===== config.mk =====
export PLATFORM = sky130hd
export DESIGN_NAME = imu_adc_filter_offset_calibrate_core_flat
export DESIGN_NICKNAME = d
export VERILOG_FILES = /design/src/hdl/imu_cal_pkg.sv /design/src/hdl/imu_cal_sample_if.sv /design/src/hdl/imu_cal_result_if.sv /design/src/hdl/imu_cal_cfg_if.sv /design/src/hdl/imu_adc_filter_offset_calibrate_core.sv /design/src/flat_wrapper.sv
export VERILOG_INCLUDE_DIRS = /design/src /design/src/hdl
export SDC_FILE = /design/constraint.sdc
export NUM_CORES = 2
export LEC_CHECK = 0
export BUFFER_PORTS_ARGS = -buffer_cell sky130_fd_sc_hd__buf_2
export CAP_MARGIN = 20
export CORE_MARGIN = 10
export CORE_UTILIZATION = 50
export CTS_BUF_LIST = sky130_fd_sc_hd__clkbuf_8
export DETAILED_ROUTE_END_ITERATION = 10
export PLACE_DENSITY = 0.75
export SLEW_MARGIN = 15
export SYNTH_ARGS = -nofsm -noshare
export SYNTH_HDL_FRONTEND = slang
export SYNTH_SLANG_ARGS = --single-unit

===== constraint.sdc =====
create_clock -name clk -period 22.6 [get_ports clk]
set_input_delay 2.26 -clock clk [delete_from_list [all_inputs] [get_ports clk]]
set_output_delay 2.26 -clock clk [all_outputs]
set_load 0.02 [all_outputs]

===== src/hdl/imu_adc_filter_offset_calibrate_core_defines.svh =====
// ----------------------------------------------------------------------------
// IMU filter and calibration assertion macros
// Shorthand for the concurrent checks used in the block's RTL.
// ----------------------------------------------------------------------------
`ifndef IMU_ADC_FILTER_OFFSET_CALIBRATE_CORE_DEFINES_SVH
`define IMU_ADC_FILTER_OFFSET_CALIBRATE_CORE_DEFINES_SVH

// Same-cycle implication.
`define IMU_CAL_ASSERT_IMPLIES(name, clk, rst, ante, cons) \
  name: assert property (@(posedge clk) disable iff (rst) (ante) |-> (cons)) \
    else $error("imu_cal: same-cycle check failed");

// Next-cycle implication.
`define IMU_CAL_ASSERT_NEXT(name, clk, rst, ante, cons) \
  name: assert property (@(posedge clk) disable iff (rst) (ante) |=> (cons)) \
    else $error("imu_cal: next-cycle check failed");

`endif


===== src/hdl/imu_cal_pkg.sv =====
// ----------------------------------------------------------------------------
// IMU filter and calibration package
// Shared widths, defaults, register indexes and filter constants.
// ----------------------------------------------------------------------------
package imu_cal_pkg;

  localparam int NUM_OUT_CH      = 6;
  localparam int GRAVITY_CH      = 2;
  localparam int DEF_CHANNELS    = 6;
  localparam int DEF_SAMPLE_BITS = 10;

  localparam int CORR_BITS   = 12;
  localparam int COUNT_BITS  = 16;
  localparam int COUNT_LOW_BITS = 8;
  localparam int ZGRAV_BITS  = 11;

  localparam int CFG_INDEX_BITS = 2;
  localparam int CFG_DATA_BITS  = 16;

  localparam int S12_MAX = 2047;
  localparam int S12_MIN = -2048;

  localparam logic [COUNT_BITS-1:0] COUNT_MAX = '1;

  localparam logic [COUNT_BITS-1:0] RST_SETTLE_COUNT = 16'd500;
  localparam logic [ZGRAV_BITS-1:0] RST_Z_GRAVITY    = '0;
  localparam logic [NUM_OUT_CH-1:0] RST_SIGN_MASK    = 6'd15;

  // Filter: keep weight and divide by ten through a reciprocal, exact for
  // dividends below 2**22.
  localparam int FILTER_KEEP = 9;
  localparam int RECIP_SHIFT = 23;
  localparam int RECIP_BITS  = 20;
  localparam logic [RECIP_BITS-1:0] RECIP_MULT = 20'd838861;

  typedef enum logic [CFG_INDEX_BITS-1:0] {
    REG_SETTLE_COUNT = 2'd0,
    REG_Z_GRAVITY    = 2'd1,
    REG_SIGN_MASK    = 2'd2
  } cfg_reg_t;

endpackage


===== src/hdl/imu_cal_sample_if.sv =====
// ----------------------------------------------------------------------------
// IMU sample channel
// One six-channel set of raw ADC samples per transaction.
// ----------------------------------------------------------------------------
interface imu_cal_sample_if #(
  parameter int SAMPLE_BITS = imu_cal_pkg::DEF_SAMPLE_BITS
);
  logic                   valid;
  logic                   ready;
  logic [SAMPLE_BITS-1:0] sample_ch0;
  logic [SAMPLE_BITS-1:0] sample_ch1;
  logic [SAMPLE_BITS-1:0] sample_ch2;
  logic [SAMPLE_BITS-1:0] sample_ch3;
  logic [SAMPLE_BITS-1:0] sample_ch4;
  logic [SAMPLE_BITS-1:0] sample_ch5;

  modport source (
    output valid, sample_ch0, sample_ch1, sample_ch2, sample_ch3, sample_ch4, sample_ch5,
    input  ready
  );
  modport sink (
    input  valid, sample_ch0, sample_ch1, sample_ch2, sample_ch3, sample_ch4, sample_ch5,
    output ready
  );
endinterface


===== src/hdl/imu_cal_result_if.sv =====
// ----------------------------------------------------------------------------
// IMU result channel
// Corrected channel values and calibration status per transaction.
// ----------------------------------------------------------------------------
interface imu_cal_result_if;
  logic                                          valid;
  logic                                          ready;
  logic signed [imu_cal_pkg::CORR_BITS-1:0]      corrected_ch0;
  logic signed [imu_cal_pkg::CORR_BITS-1:0]      corrected_ch1;
  logic signed [imu_cal_pkg::CORR_BITS-1:0]      corrected_ch2;
  logic signed [imu_cal_pkg::CORR_BITS-1:0]      corrected_ch3;
  logic signed [imu_cal_pkg::CORR_BITS-1:0]      corrected_ch4;
  logic signed [imu_cal_pkg::CORR_BITS-1:0]      corrected_ch5;
  logic                                          settled_pulse;
  logic                                          calibrated;
  logic [imu_cal_pkg::COUNT_LOW_BITS-1:0]        count_low;

  modport source (
    output valid, corrected_ch0, corrected_ch1, corrected_ch2, corrected_ch3,
           corrected_ch4, corrected_ch5, settled_pulse, calibrated, count_low,
    input  ready
  );
  modport sink (
    input  valid, corrected_ch0, corrected_ch1, corrected_ch2, corrected_ch3,
           corrected_ch4, corrected_ch5, settled_pulse, calibrated, count_low,
    output ready
  );
endinterface


===== src/hdl/imu_cal_cfg_if.sv =====
// ----------------------------------------------------------------------------
// IMU configuration write channel
// Register index and write data per transaction.
// ----------------------------------------------------------------------------
interface imu_cal_cfg_if;
  logic                                    valid;
  logic                                    ready;
  logic [imu_cal_pkg::CFG_INDEX_BITS-1:0]  index;
  logic [imu_cal_pkg::CFG_DATA_BITS-1:0]   data;

  modport source (
    output valid, index, data,
    input  ready
  );
  modport sink (
    input  valid, index, data,
    output ready
  );
endinterface


===== src/hdl/imu_adc_filter_offset_calibrate_core.sv =====
// ----------------------------------------------------------------------------
// IMU ADC filter and offset calibration core
// First-order low-pass per channel, settle counter, offset capture and
// sign-corrected output.
// ----------------------------------------------------------------------------
// Each accepted sample set gives exactly one result, in the next cycle,
// from a single output register. A new set is taken in every cycle while that
// register is empty or being read, so the sustained rate is one set per cycle;
// the output handshake alone sets it. The filter divide by ten is a constant
// reciprocal multiply in the same cycle. Configuration writes are taken at
// once (ready is always high), indexes 0 settle count, 1 Z gravity, 2 sign
// mask; other indexes are ignored. SAMPLE_BITS up to 18, CHANNELS 1 to 8,
// channels from six upwards are not processed and unused ones read as zero.
`include "imu_adc_filter_offset_calibrate_core_defines.svh"

module imu_adc_filter_offset_calibrate_core #(
  parameter int CHANNELS    = imu_cal_pkg::DEF_CHANNELS,
  parameter int SAMPLE_BITS = imu_cal_pkg::DEF_SAMPLE_BITS
) (
  input  logic             clk,
  input  logic             rst,
  imu_cal_sample_if.sink   samples,
  imu_cal_result_if.source results,
  imu_cal_cfg_if.sink      cfg
);
  import imu_cal_pkg::*;

  localparam int ACTIVE_CH = (CHANNELS < NUM_OUT_CH) ? CHANNELS : NUM_OUT_CH;
  localparam int SUM_BITS  = SAMPLE_BITS + 4;
  localparam int PROD_BITS = SUM_BITS + RECIP_BITS;
  localparam int D_BITS    = ((SAMPLE_BITS > CORR_BITS) ? SAMPLE_BITS : CORR_BITS) + 2;

  logic [SAMPLE_BITS-1:0]       held      [NUM_OUT_CH];
  logic [SAMPLE_BITS-1:0]       filt      [NUM_OUT_CH];
  logic signed [CORR_BITS-1:0]  offs      [NUM_OUT_CH];
  logic [SAMPLE_BITS-1:0]       sample_in [NUM_OUT_CH];
  logic [SAMPLE_BITS-1:0]       filt_next [NUM_OUT_CH];
  logic signed [CORR_BITS-1:0]  offs_next [NUM_OUT_CH];
  logic signed [CORR_BITS-1:0]  corr_next [NUM_OUT_CH];
  logic signed [CORR_BITS-1:0]  corr_q    [NUM_OUT_CH];

  logic [COUNT_BITS-1:0] count;
  logic [COUNT_BITS-1:0] count_next;
  logic                  captured;
  logic                  capture;
  logic                  accept;
  logic                  out_valid;
  logic                  pulse_q;
  logic                  cal_q;
  logic [COUNT_LOW_BITS-1:0] count_low_q;

  logic [COUNT_BITS-1:0]        settle_count;
  logic signed [ZGRAV_BITS-1:0] z_gravity;
  logic [NUM_OUT_CH-1:0]        sign_mask;

  function automatic logic signed [CORR_BITS-1:0] sat_corr(input logic signed [D_BITS-1:0] v);
    if (v > D_BITS'(S12_MAX)) return CORR_BITS'(S12_MAX);
    if (v < D_BITS'(S12_MIN)) return CORR_BITS'(S12_MIN);
    return v[CORR_BITS-1:0];
  endfunction

  assign sample_in[0] = samples.sample_ch0;
  assign sample_in[1] = samples.sample_ch1;
  assign sample_in[2] = samples.sample_ch2;
  assign sample_in[3] = samples.sample_ch3;
  assign sample_in[4] = samples.sample_ch4;
  assign sample_in[5] = samples.sample_ch5;

  assign samples.ready = !out_valid || results.ready;
  assign accept        = samples.valid && samples.ready;
  assign cfg.ready     = 1'b1;

  assign count_next = (count == COUNT_MAX) ? count : count + 1'b1;
  assign capture    = (count != COUNT_MAX) && (count_next == settle_count);

  for (genvar c = 0; c < NUM_OUT_CH; c++) begin : g_ch
    if (c < ACTIVE_CH) begin : g_act
      logic [SUM_BITS-1:0]        sum;
      logic [PROD_BITS-1:0]       prod;
      logic signed [D_BITS-1:0]   offs_raw;
      logic signed [D_BITS-1:0]   diff;
      logic signed [D_BITS-1:0]   corr_raw;
      logic signed [CORR_BITS-1:0] offs_use;

      always_comb begin
        sum  = SUM_BITS'(filt[c]) + SUM_BITS'(FILTER_KEEP) * SUM_BITS'(held[c]);
        prod = PROD_BITS'(sum) * PROD_BITS'(RECIP_MULT);
        filt_next[c] = prod[RECIP_SHIFT +: SAMPLE_BITS];
        if (c == GRAVITY_CH) begin
          offs_raw = $signed(D_BITS'(filt_next[c])) + D_BITS'(z_gravity);
        end else begin
          offs_raw = $signed(D_BITS'(filt_next[c]));
        end
        offs_use     = capture ? sat_corr(offs_raw) : offs[c];
        offs_next[c] = offs_use;
        diff         = $signed(D_BITS'(filt_next[c])) - D_BITS'(offs_use);
        corr_raw     = sign_mask[c] ? -diff : diff;
        corr_next[c] = sat_corr(corr_raw);
      end
    end else begin : g_idle
      assign filt_next[c] = filt[c];
      assign offs_next[c] = offs[c];
      assign corr_next[c] = '0;
    end
  end

  always_ff @(posedge clk) begin
    if (rst) begin
      for (int c = 0; c < NUM_OUT_CH; c++) begin
        held[c] <= '0;
        filt[c] <= '0;
        offs[c] <= '0;
      end
      count        <= '0;
      captured     <= 1'b0;
      out_valid    <= 1'b0;
      settle_count <= RST_SETTLE_COUNT;
      z_gravity    <= RST_Z_GRAVITY;
      sign_mask    <= RST_SIGN_MASK;
    end else begin
      if (cfg.valid) begin
        unique case (cfg.index)
          REG_SETTLE_COUNT: settle_count <= cfg.data[COUNT_BITS-1:0];
          REG_Z_GRAVITY:    z_gravity    <= cfg.data[ZGRAV_BITS-1:0];
          REG_SIGN_MASK:    sign_mask    <= cfg.data[NUM_OUT_CH-1:0];
          default: ;
        endcase
      end
      if (accept) begin
        for (int c = 0; c < NUM_OUT_CH; c++) begin
          held[c] <= sample_in[c];
          filt[c] <= filt_next[c];
          offs[c] <= offs_next[c];
        end
        count    <= count_next;
        captured <= captured || capture;
      end
      if (accept) begin
        out_valid <= 1'b1;
      end else if (results.ready) begin
        out_valid <= 1'b0;
      end
    end
  end

  always_ff @(posedge clk) begin
    if (accept) begin
      corr_q      <= corr_next;
      pulse_q     <= capture;
      cal_q       <= captured || capture;
      count_low_q <= count_next[COUNT_LOW_BITS-1:0];
    end
  end

  assign results.valid         = out_valid;
  assign results.corrected_ch0 = corr_q[0];
  assign results.corrected_ch1 = corr_q[1];
  assign results.corrected_ch2 = corr_q[2];
  assign results.corrected_ch3 = corr_q[3];
  assign results.corrected_ch4 = corr_q[4];
  assign results.corrected_ch5 = corr_q[5];
  assign results.settled_pulse = pulse_q;
  assign results.calibrated    = cal_q;
  assign results.count_low     = count_low_q;

  `IMU_CAL_ASSERT_NEXT(a_accept_gives_result, clk, rst, accept, out_valid)
  `IMU_CAL_ASSERT_IMPLIES(a_pulse_means_cal, clk, rst, out_valid && pulse_q, cal_q)
  `IMU_CAL_ASSERT_NEXT(a_sat_never_captures, clk, rst, accept && count == COUNT_MAX, !pulse_q && count == COUNT_MAX)
  `IMU_CAL_ASSERT_NEXT(a_capture_sets_flag, clk, rst, accept && capture, captured && pulse_q)

endmodule

===== src/flat_wrapper.sv =====
// flat-port wrapper written by rule: the top's interface ports become plain ports
module imu_adc_filter_offset_calibrate_core_flat import imu_cal_pkg::*;
#(
  parameter int CHANNELS    = imu_cal_pkg::DEF_CHANNELS,
  parameter int SAMPLE_BITS = imu_cal_pkg::DEF_SAMPLE_BITS
)
  (clk, rst, samples_valid, samples_sample_ch0, samples_sample_ch1, samples_sample_ch2, samples_sample_ch3, samples_sample_ch4, samples_sample_ch5, samples_ready, results_valid, results_corrected_ch0, results_corrected_ch1, results_corrected_ch2, results_corrected_ch3, results_corrected_ch4, results_corrected_ch5, results_settled_pulse, results_calibrated, results_count_low, results_ready, cfg_valid, cfg_index, cfg_data, cfg_ready);
  imu_cal_sample_if #(.SAMPLE_BITS(SAMPLE_BITS)) samples_i ();
  imu_cal_result_if results_i ();
  imu_cal_cfg_if cfg_i ();
  input  logic clk;
  input  logic rst;
  input wire logic [$bits(samples_i.valid)-1:0] samples_valid;
  input wire logic [$bits(samples_i.sample_ch0)-1:0] samples_sample_ch0;
  input wire logic [$bits(samples_i.sample_ch1)-1:0] samples_sample_ch1;
  input wire logic [$bits(samples_i.sample_ch2)-1:0] samples_sample_ch2;
  input wire logic [$bits(samples_i.sample_ch3)-1:0] samples_sample_ch3;
  input wire logic [$bits(samples_i.sample_ch4)-1:0] samples_sample_ch4;
  input wire logic [$bits(samples_i.sample_ch5)-1:0] samples_sample_ch5;
  output wire logic [$bits(samples_i.ready)-1:0] samples_ready;
  output wire logic [$bits(results_i.valid)-1:0] results_valid;
  output wire logic [$bits(results_i.corrected_ch0)-1:0] results_corrected_ch0;
  output wire logic [$bits(results_i.corrected_ch1)-1:0] results_corrected_ch1;
  output wire logic [$bits(results_i.corrected_ch2)-1:0] results_corrected_ch2;
  output wire logic [$bits(results_i.corrected_ch3)-1:0] results_corrected_ch3;
  output wire logic [$bits(results_i.corrected_ch4)-1:0] results_corrected_ch4;
  output wire logic [$bits(results_i.corrected_ch5)-1:0] results_corrected_ch5;
  output wire logic [$bits(results_i.settled_pulse)-1:0] results_settled_pulse;
  output wire logic [$bits(results_i.calibrated)-1:0] results_calibrated;
  output wire logic [$bits(results_i.count_low)-1:0] results_count_low;
  input wire logic [$bits(results_i.ready)-1:0] results_ready;
  input wire logic [$bits(cfg_i.valid)-1:0] cfg_valid;
  input wire logic [$bits(cfg_i.index)-1:0] cfg_index;
  input wire logic [$bits(cfg_i.data)-1:0] cfg_data;
  output wire logic [$bits(cfg_i.ready)-1:0] cfg_ready;
  assign samples_i.valid = samples_valid;
  assign samples_i.sample_ch0 = samples_sample_ch0;
  assign samples_i.sample_ch1 = samples_sample_ch1;
  assign samples_i.sample_ch2 = samples_sample_ch2;
  assign samples_i.sample_ch3 = samples_sample_ch3;
  assign samples_i.sample_ch4 = samples_sample_ch4;
  assign samples_i.sample_ch5 = samples_sample_ch5;
  assign samples_ready = samples_i.ready;
  assign results_valid = results_i.valid;
  assign results_corrected_ch0 = results_i.corrected_ch0;
  assign results_corrected_ch1 = results_i.corrected_ch1;
  assign results_corrected_ch2 = results_i.corrected_ch2;
  assign results_corrected_ch3 = results_i.corrected_ch3;
  assign results_corrected_ch4 = results_i.corrected_ch4;
  assign results_corrected_ch5 = results_i.corrected_ch5;
  assign results_settled_pulse = results_i.settled_pulse;
  assign results_calibrated = results_i.calibrated;
  assign results_count_low = results_i.count_low;
  assign results_i.ready = results_ready;
  assign cfg_i.valid = cfg_valid;
  assign cfg_i.index = cfg_index;
  assign cfg_i.data = cfg_data;
  assign cfg_ready = cfg_i.ready;
  imu_adc_filter_offset_calibrate_core #(.CHANNELS(CHANNELS), .SAMPLE_BITS(SAMPLE_BITS)) u_core (.clk(clk), .rst(rst), .samples(samples_i), .results(results_i), .cfg(cfg_i));
endmodule

==> impl_metrics.tcl <==
set metrics [dict create \
    synthMuxAreaShare_pct 1.50 \
    maxCapViolations 0 \
    ctsHtreeMaxLevel 3 \
    mostFrequentLayoutCells "inv_1, ha_1, fa_1" \
    fp-row-count 107 \
    clk_latency_ps 660 \
    ctsHoldBuffers 0 \
    holdPathEnd "u_core.captured" \
    via_per_inst 5.29 \
    syn_area_per_cell_um2 9.94 \
    first_pass_iters 5 \
    synth_xor_area_share_pct 4.95 \
    clock_skew_ps 48.0 \
    drc 0 \
    ys_ff_latch 325 \
    grt_pass1_wl_um 160000 \
    netlist.area_leader.share_pct 24.6 \
    nets 5852 \
    drt_iter0_markers 1569 \
    synth_top_family_by_area "adder cells" \
    tns_ps 0 \
    r2r_cells 52 \
    synthAdderAreaFrac_pct 43.9 \
    critical_path_class "flip-flop to flip-flop" \
    path_max_fanout 11 \
    overflow 0 \
    num_antenna_cells 0 \
    synth.area.top_cells "ha_1, fa_1, edfxtp_1" \
    syn_to_final_growth_pct 7.66 \
    coreArea_mm2 0.0854 \
    dieHeight_um 314 \
    io_buffers 166 \
    yosysSeqAreaShare_pct 21.4 \
    hold_path.startpoint "u_core.captured" \
    netlist_area_mm2 0.0432 \
    num_io_pins 168 \
    nFillCells 7597 \
    synth_largest_area_cell "ha_1" \
    worstPathRequired_ps 22960 \
    post_cts_buffers 0 \
    avgRoutedWirePerCell_um 16.8 \
    cts_buffer_depth 3 \
    path_clk_slew_ps 60 \
    async_flop_share_pct 0 \
    worstReg2RegEnd "u_core.results.corrected_ch2[2]" \
    grt_pass1_vias 31679 \
    track_usage_pct 19.8 \
    gp_congestion 0.899 \
    fin_crit_sh_pct 58.0 \
    rsz0062_at_grt "false" \
    numCtsBuffers 66 \
    grt_max_degree 144 \
    drv_slew 0 \
    synth_edf_count 274 \
    startpoint_type "flip-flop" \
    vias 30092 \
    synth-simple-area-share_pct 10.1 \
    drt-total-wl_um 95700 \
    max_freq_ghz 0.0763 \
    synth-compound-area-share_pct 9.82 \
    drive_gt1_share_pct 7.63 \
    cts_num_sinks 325 \
    synth_fp_nets 5688 \
    ys_warn_count 0 \
    status "finished, final reports clean" \
    syn-instance-count 4341 \
    cpPeakStageDelay_ps 820 \
    cts-root-buf "clkbuf_8" \
    holdWs_ps 463 \
    timing.rr.start "u_core.held[2][1]" \
    cts_tree "built" \
    die_w_um 314 \
    cp.arrival_ps 13460 \
    hold_viol_final 0 \
    holdCritPathClass "flip-flop to flip-flop" \
    hold_depth 2 \
    initial_core_util_pct 50.5 \
    ctsResizeCount 0 \
    synth_cell_types 103 \
    worst_slew_pin_slew_ps 1080 \
    dominantRegCellSynth "edfxtp_1" \
    crit_slowest_cell "nor3_2" \
    setup_viol 0 \
    layout_commonest_cell "inv_1" \
    die_area_mm2 0.0985 \
    slew_headroom_pct 28.1 \
    antenna_found_initial 1 \
    ant_nets 0 \
    crit_path_end_kind "flip-flop" \
    hpwl_um 79300 \
    reg2reg_slack_ps 9500 \
    fin_crit_ps 13100 \
]
-- flip-flops by register name (all words and copies together), names as in the netlist --
register                      count
u_core.settle_count              16
u_core.sign_mask                  6
u_core.results.corrected_ch1     12
u_core.results.settled_pulse      1
u_core.results.corrected_ch5     12
u_core.results.calibrated         1
u_core.captured                   1
u_core.count                     16
u_core.results.corrected_ch0     12
u_core.results.valid              1
u_core.held                      60
u_core.results.corrected_ch3     12
u_core.offs                      72
u_core.results.corrected_ch4     12
u_core.results.count_low          8
u_core.z_gravity                 11
u_core.filt                      60
u_core.results.corrected_ch2     12
-- cell type report --
| type | count | area [µm²] | area share [%] |
|---|---|---|---|
| Inverter | 864 | 3250 | 6.99 |
| Clock inverter | 38 | 269 | 0.579 |
| Clock buffer | 73 | 1000 | 2.16 |
| Sequential cell | 325 | 9250 | 19.9 |
| Timing Repair Buffer | 174 | 903 | 1.94 |
| Tap cell | 1144 | 1430 | 3.08 |
| Multi-Input combinational cell | 3074 | 30400 | 65.3 |
-- per-stage QoR --
step / setup WS [ps] / std cells / area, µm² / util (%)
final: 9500 / 5692 / 46500 / 54.4
after global routing: 8460 / 5692 / 46500 / 54.4
after CTS: 9520 / 5692 / 46500 / 54.4
after detailed placement: 9560 / 5581 / 45200 / 52.9
after global placement: 9850 / 5581 / 45200 / 52.9
after floorplan: 10950 / 4341 / 43200 / -
-- synthesized netlist by cell type (59+ instances only) --
master      n
clkbuf_1   59
o21ai_0   181
a21oi_1   163
nor2_1    245
edfxtp_1  274
and2_1    124
xor2_1     98
nand2_1   169
mux2i_1    61
fa_1      414
ha_1      850
xnor2_1   146
inv_1     863
-- per-layer routing --
layer	global-route usage [%]	part of all wire [%]	up-vias
li1	-	-	14815
met1	26.4	45	14508
met2	32.5	47	617
met3	3.28	5.0	152
met4	6.34	3.0	0
met5	0	0	-
-- logic make-up (layout without fill, tap and decap cells) --
kind of cell               count (synthesis)  in the layout
adders and majority gates               1265           1265
DFF                                      325            325
muxes                                     64             64
AOI/OAI and AO/OA                        655            655
buffers and inverters                    942           1149
and+or+nand+nor                          845            845
xor gates and xnor gates                 244            244
other                                      1              1
-- worst max path at each step --
stage	from	endpoint	slack (ps)	depth (start not counted)
6_report	u_core.held[2][1]	u_core.results.corrected_ch2[2]	9500	52
5_1_grt	u_core.held[3][4]	u_core.results.corrected_ch3[4]	8460	52
4_1_cts	u_core.held[2][1]	u_core.results.corrected_ch2[2]	9520	52
3_5_place_dp	u_core.held[2][0]	u_core.results.corrected_ch2[1]	9560	52
3_3_place_gp	u_core.held[2][1]	u_core.results.corrected_ch2[0]	9850	53
2_1_floorplan	u_core.held[2][1]	u_core.results.corrected_ch2[10]	10950	55
-- critical path, delay by kind of cell, from the launching register on --
family / cells / cell delay (ps)
AND/OR/NAND/NOR: 9 / 2250
flip-flops: 1 / 410
adder cells (fa/ha/maj): 12 / 4970
XOR/XNOR: 2 / 360
buffers and inverters: 5 / 310
AO/OA/AOI/OAI: 24 / 4460
Power is not shown: default switching activity piles up to over one toggle a cycle in this logic, so the estimate is an artifact.
